[config.mk]
export PLATFORM = sky130hd
export DESIGN_NAME = sdpt_ctrl
export DESIGN_NICKNAME = d
export VERILOG_FILES = /design/src/design/sdpt_pkg.sv /design/src/design/sdpt_ctrl.sv
export VERILOG_INCLUDE_DIRS = /design/src /design/src/design
export SDC_FILE = /design/constraint.sdc
export NUM_CORES = 1
export LEC_CHECK = 0
export ABC_AREA = 1
export BUFFER_PORTS_ARGS = -buffer_cell sky130_fd_sc_hd__buf_2
export CORE_MARGIN = 8
export CORE_UTILIZATION = 44
export CTS_CLUSTER_DIAMETER = 200
export CTS_CLUSTER_SIZE = 10
export DETAILED_ROUTE_END_ITERATION = 6
export GPL_TIMING_DRIVEN = 0
export PLACE_DENSITY = 0.78
export SETUP_SLACK_MARGIN = 0.5
export SLEW_MARGIN = 5
export SYNTH_ARGS = -nofsm -noshare
export SYNTH_HDL_FRONTEND = slang
export SYNTH_SLANG_ARGS = --single-unit
[constraint.sdc]
create_clock -name i_clk -period 1.2 [get_ports i_clk]
set_input_delay 0.06 -clock i_clk [delete_from_list [all_inputs] [get_ports i_clk]]
set_output_delay 0.06 -clock i_clk [all_outputs]
set_load 0.01 [all_outputs]
[src/design/store_dependence_path_table_top_macros.svh]
// assertion macros used by the store dependence path table controller
// depends on nothing
`ifndef STORE_DEPENDENCE_PATH_TABLE_TOP_MACROS_SVH
`define STORE_DEPENDENCE_PATH_TABLE_TOP_MACROS_SVH
// implication checked every clock outside reset
`define SDPT_ASSERT_IMP(label, clk, rst_n, ante, cons) \
    label: assert property (@(posedge clk) disable iff (!rst_n) (ante) |-> (cons)) \
        else $error("sdpt check failed");
// next-cycle implication checked outside reset
`define SDPT_ASSERT_NEXT(label, clk, rst_n, ante, cons) \
    label: assert property (@(posedge clk) disable iff (!rst_n) (ante) |=> (cons)) \
        else $error("sdpt check failed");
`endif

[src/design/sdpt_pkg.sv]
// package for the store dependence path table: sizes, codes, hash functions
// used by controller, datapath and top level
package sdpt_pkg;
    localparam int SET_W = 7;
    localparam int TAG_W = 12;
    localparam int WAYS = 4;
    localparam int NUM_SETS = 1 << SET_W;
    localparam int WAY_BITS = (WAYS > 1) ? $clog2(WAYS) : 1;
    localparam int SET_CHUNKS = (64 + SET_W - 1) / SET_W;
    localparam int TAG_CHUNKS = (64 + TAG_W - 1) / TAG_W;
    localparam logic [3:0] CMAX_RESET = 4'd3;

    typedef enum logic [1:0] {
        CMD_PREDICT = 2'd0,
        CMD_VIOLATION = 2'd1,
        CMD_COMMIT = 2'd2,
        CMD_CLEAR = 2'd3
    } t_cmd;

    typedef enum logic [3:0] {
        ST_IDLE = 4'b0001,
        ST_READ = 4'b0010,
        ST_WRITE = 4'b0100,
        ST_CLEAR = 4'b1000
    } t_state;

    // commands from controller to datapath
    typedef struct packed {
        logic capture;
        logic lookup;
        logic update;
        logic clr_wr;
        logic [SET_W-1:0] clr_set;
    } t_ctl;

    // fold 64 bits into SET_W by xor of chunks
    function automatic logic [SET_W-1:0] set_of(input logic [63:0] pc,
                                                input logic [63:0] hash);
        logic [63:0] v;
        logic [SET_W-1:0] acc;
        v = pc ^ (pc >> 2) ^ (pc >> 5) ^ hash;
        acc = '0;
        for (int i = 0; i < SET_CHUNKS; i++) begin
            acc = acc ^ SET_W'(v >> (i * SET_W));
        end
        return acc;
    endfunction

    function automatic logic [TAG_W-1:0] tag_of(input logic [63:0] pc,
                                                input logic [63:0] hash);
        logic [63:0] v;
        logic [TAG_W-1:0] acc;
        v = pc ^ (pc >> 3) ^ (pc >> 7) ^ hash;
        acc = '0;
        for (int i = 0; i < TAG_CHUNKS; i++) begin
            acc = acc ^ TAG_W'(v >> (i * TAG_W));
        end
        return acc;
    endfunction
endpackage

[src/design/sdpt_ctrl.sv]
// controller state machine for the store dependence path table
// depends on sdpt_pkg and the macros header
`include "store_dependence_path_table_top_macros.svh"
module sdpt_ctrl (
    input  logic              i_clk,
    input  logic              i_rst_n,
    input  logic              i_in_valid,
    input  logic [1:0]        i_in_cmd,
    input  logic              i_out_busy,
    output logic              o_in_ready,
    output logic              o_res_load,
    output sdpt_pkg::t_ctl    o_ctl
);
    sdpt_pkg::t_state r_state, n_state;
    logic [sdpt_pkg::SET_W-1:0] r_cnt, n_cnt;
    logic r_clear, n_clear;

    assign o_in_ready = r_state == sdpt_pkg::ST_IDLE && !i_out_busy;

    // next state
    always_comb begin
        n_state = r_state;
        n_cnt = r_cnt;
        n_clear = r_clear;
        o_res_load = 1'b0;
        o_ctl = '0;
        o_ctl.clr_set = r_cnt;
        unique case (r_state)
            sdpt_pkg::ST_IDLE: begin
                if (i_in_valid && o_in_ready) begin
                    o_ctl.capture = 1'b1;
                    n_clear = i_in_cmd == sdpt_pkg::CMD_CLEAR;
                    n_state = sdpt_pkg::ST_READ;
                end
            end
            sdpt_pkg::ST_READ: begin
                o_ctl.lookup = 1'b1;
                n_state = sdpt_pkg::ST_WRITE;
            end
            sdpt_pkg::ST_WRITE: begin
                if (r_clear) begin
                    n_cnt = '0;
                    n_state = sdpt_pkg::ST_CLEAR;
                end else begin
                    o_ctl.update = 1'b1;
                    o_res_load = 1'b1;
                    n_state = sdpt_pkg::ST_IDLE;
                end
            end
            // sweep of all sets: after reset, or for a clear item (result at the end)
            sdpt_pkg::ST_CLEAR: begin
                o_ctl.clr_wr = 1'b1;
                n_cnt = r_cnt + 1'b1;
                if (r_cnt == '1) begin
                    o_res_load = r_clear;
                    n_state = sdpt_pkg::ST_IDLE;
                end
            end
            default: n_state = sdpt_pkg::ST_IDLE;
        endcase
    end

    always_ff @(posedge i_clk) begin
        if (!i_rst_n) begin
            r_state <= sdpt_pkg::ST_CLEAR;
            r_cnt <= '0;
            r_clear <= 1'b0;
        end else begin
            r_state <= n_state;
            r_cnt <= n_cnt;
            r_clear <= n_clear;
        end
    end

    `SDPT_ASSERT_IMP(a_onehot, i_clk, i_rst_n, 1'b1, $onehot(r_state))
    `SDPT_ASSERT_NEXT(a_acc_read, i_clk, i_rst_n, o_ctl.capture, r_state == sdpt_pkg::ST_READ)
    `SDPT_ASSERT_IMP(a_ready_idle, i_clk, i_rst_n, o_in_ready, r_state == sdpt_pkg::ST_IDLE)
endmodule

==> metrics <==
first-pass GRT wire length=3953 µm; status=complete, but fails checks; Final setup violation count=13; # rows=14; post-place instance area=888.4 µm²; Diodes inserted=0; worst path cell trace=ha_4 -> nand2_4 -> nor2_4 -> nand2_4 -> o31ai_4 -> buf_2; CP max-delay cell=dfxtp_4; Crit path top cell by count=nand2_4; layout cells sized above 1=69.80%; Iteration-0 DRC Markers=33; P_int=795.4 µW; Die Span Y=55.41 µm; Worst-path clk slew=0.08 ns; H-tree depth=1; setup ws final=-0.2341 ns; switching pwr=415.5 µW; port buffer count=17; Period Utilization, post-route=119.5%; failing checks=negative setup slack; Critical Path End Type=primary output; sw frac=34.32%; root buffer cell=clkbuf_4; drt drc=0; hold endpoint=r_cnt[0]; DR WL/cell=17.68 µm; IO Count=19; VDD IR-drop max=0.0008043 V; hold crit path type=in -> reg; final net count=157; clk buf depth=2; Tmin final=1.434 ns; Slew HR=76.97%; Pwr Density=883.9 mW/mm²; max-cap violation count=0; vias=917; Hold Crit Depth=3; FF-to-FF Start=r_state[0]; GPL Wtd Cong=0.7544; final hold vios=0; Multi-input gate area=544.3 µm²; Yosys cell types=18; largest net degree at the start of global routing=10; Hold Slack=0.009744 ns; Filler cells=51; critical path fanouts, max=2; hold_sp=i_rst_n; Clock Skews=0.002622 ns; Max stage delay on crit path=0.37 ns; Total Die Area=0.003070 mm²; CTS Sinks=12; total track usage=15.23%; Sequential Area=274.0 µm²; Synth Register Bits=12; Slew @ Worst Pin=0.3418 ns; Mean Syn Cell Area=6.971 µm²; Die W=55.41 µm; DPL Wire Length=1272 µm; initial antenna violation count=0; vias in the first global route=911; capturing point of the worst reg2reg path=r_clear; Syn. warnings=0; Area growth, synth to finish=100.5%; FF-to-FF path depth=11; post-synthesis cell count=98; DR pass1 iterations=4; Via density=5.558; Post-DRT Antenna Nets=0; Design Area, Final=0.001370 mm²; Post-Route WL=2918 µm; TritonCTS clock tree=yes; Mapped Area=683.2 µm²; clock network fraction of design power=23.3%; Clock Latency Late Sink=0.28 ns; CP Data Required Time=1.14 ns; Critical Path AT=1.37 ns; syn_nets=105; setup_tns=-1.161 ns; register area share after synthesis=35.16%; crit path kind=reg -> out; Max Slew Vio Count=0; register share of total power=37.8%; Static Leak=0.6353 nW; total CTS buffers=3; RSZ-0062 raised after global routing=yes; Critical Path Source Type=register; FF-to-FF setup slack=-0.17 ns; remaining global-route overflow=0; combinational power share=38.9%; Initial Util=45.88%; fmax=0.6973 GHz; core box area=0.001489 mm²
-- critical path, delay by kind of cell, from the launching register on --
kind	cells	cell delay [ns]
simple gates	3	0.26
buf+inv	1	0.16
compound gates	1	0.16
flops	1	0.37
fa+ha+maj	1	0.14
-- cells in the final DEF (no fill, tap or decap), drive strengths merged --
| cell | instances |
|---|---|
| nand2 | 28 |
| o21ai | 3 |
| a21oi | 6 |
| inv | 13 |
| o31ai | 1 |
| buf | 47 |
| dlygate4sd3 | 1 |
| nor2 | 18 |
| clkbuf | 4 |
| nand3 | 14 |
| o211ai | 1 |
| dfxtp | 12 |
| ha | 1 |
-- synthesized netlist by cell type --
cell	n	share of area (%)
nor2_1	11	6.0
nand3_2	3	4.4
a21oi_2	1	1.3
buf_6	1	1.6
o31ai_1	1	1.1
nand2_1	23	13
o21ai_0	3	2.2
nor2_2	5	4.6
ha_1	1	1.8
dfxtp_1	12	35
nand3_1	11	8.1
inv_2	1	0.55
nor2_8	1	2.9
o211ai_1	1	1.1
nand2_2	5	4.6
a21oi_1	5	3.7
nor2_4	1	1.6
inv_1	12	6.6
-- through the flow --
stage	cells	setup WS, ns	total power, mW	utilization (%)
detailed placement	131	-0.004771	0.7049	59.66
finish	165	-0.2341	1.211	92.02
global route	165	-0.2938	1.259	92.02
global placement	131	0.03889	0.6951	59.66
floorplan	98	0.09787	0.6363	-
CTS	151	-0.2338	1.111	78.15
-- power groups by stage --
stage	clock network (mW)	logic (mW)	registers [mW]
global placement	0	0.216	0.479
global route	0.301	0.498	0.460
floorplan	0	0.152	0.485
CTS	0.273	0.380	0.459
finish	0.282	0.472	0.458
detailed placement	0	0.222	0.483
-- worst max path at each step --
stage	start	cells after the start	to
global route	r_cnt[0]	6	o_res_load
global placement	r_cnt[1]	6	o_res_load
detailed placement	r_cnt[1]	6	o_res_load
CTS	r_cnt[1]	6	o_res_load
floorplan	r_cnt[1]	8	r_state[0]
finish	r_cnt[0]	6	o_res_load
-- cells by family after synthesis --
logic type	Yosys count	synth area share, %
adders and majority gates	1	1.831
DFF	12	35.16
AOI/OAI and AO/OA	11	9.340
and+or+nand+nor	60	44.87
buffers and inverters	14	8.790
-- routing by layer --
layer	vias to the layer above	share of wire, %	GRT usage [%]
met5	-	0	0
met1	445	38	15.43
met4	0	3.0	6.338
met3	10	6.7	5.479
li1	419	-	-
met2	43	52	27.24
-- sequential cells by signal (all words and copies together), names as in the netlist --
name     cells
r_cnt        7
r_state      4
r_clear      1
-- final cells by class --
| class | count | area share, % |
|---|---|---|
| buffer | 1 | 0.8219 |
| clock buffer | 4 | 1.918 |
| inverter | 13 | 4.110 |
| multi-input combinational | 72 | 39.73 |
| sequential | 12 | 20.00 |
| tap | 16 | 1.461 |
| timing repair buffer | 47 | 31.96 |
-- what timing repair did --
action	in CTS	in global routing
setup buffers	15	14
hold buffers	1	0
resized for setup	32	29
setup endpoints to repair	25	25
hold endpoints to repair	1	0
pin swaps	11	11
No activity file was read; power rests on OpenSTA's default activity.
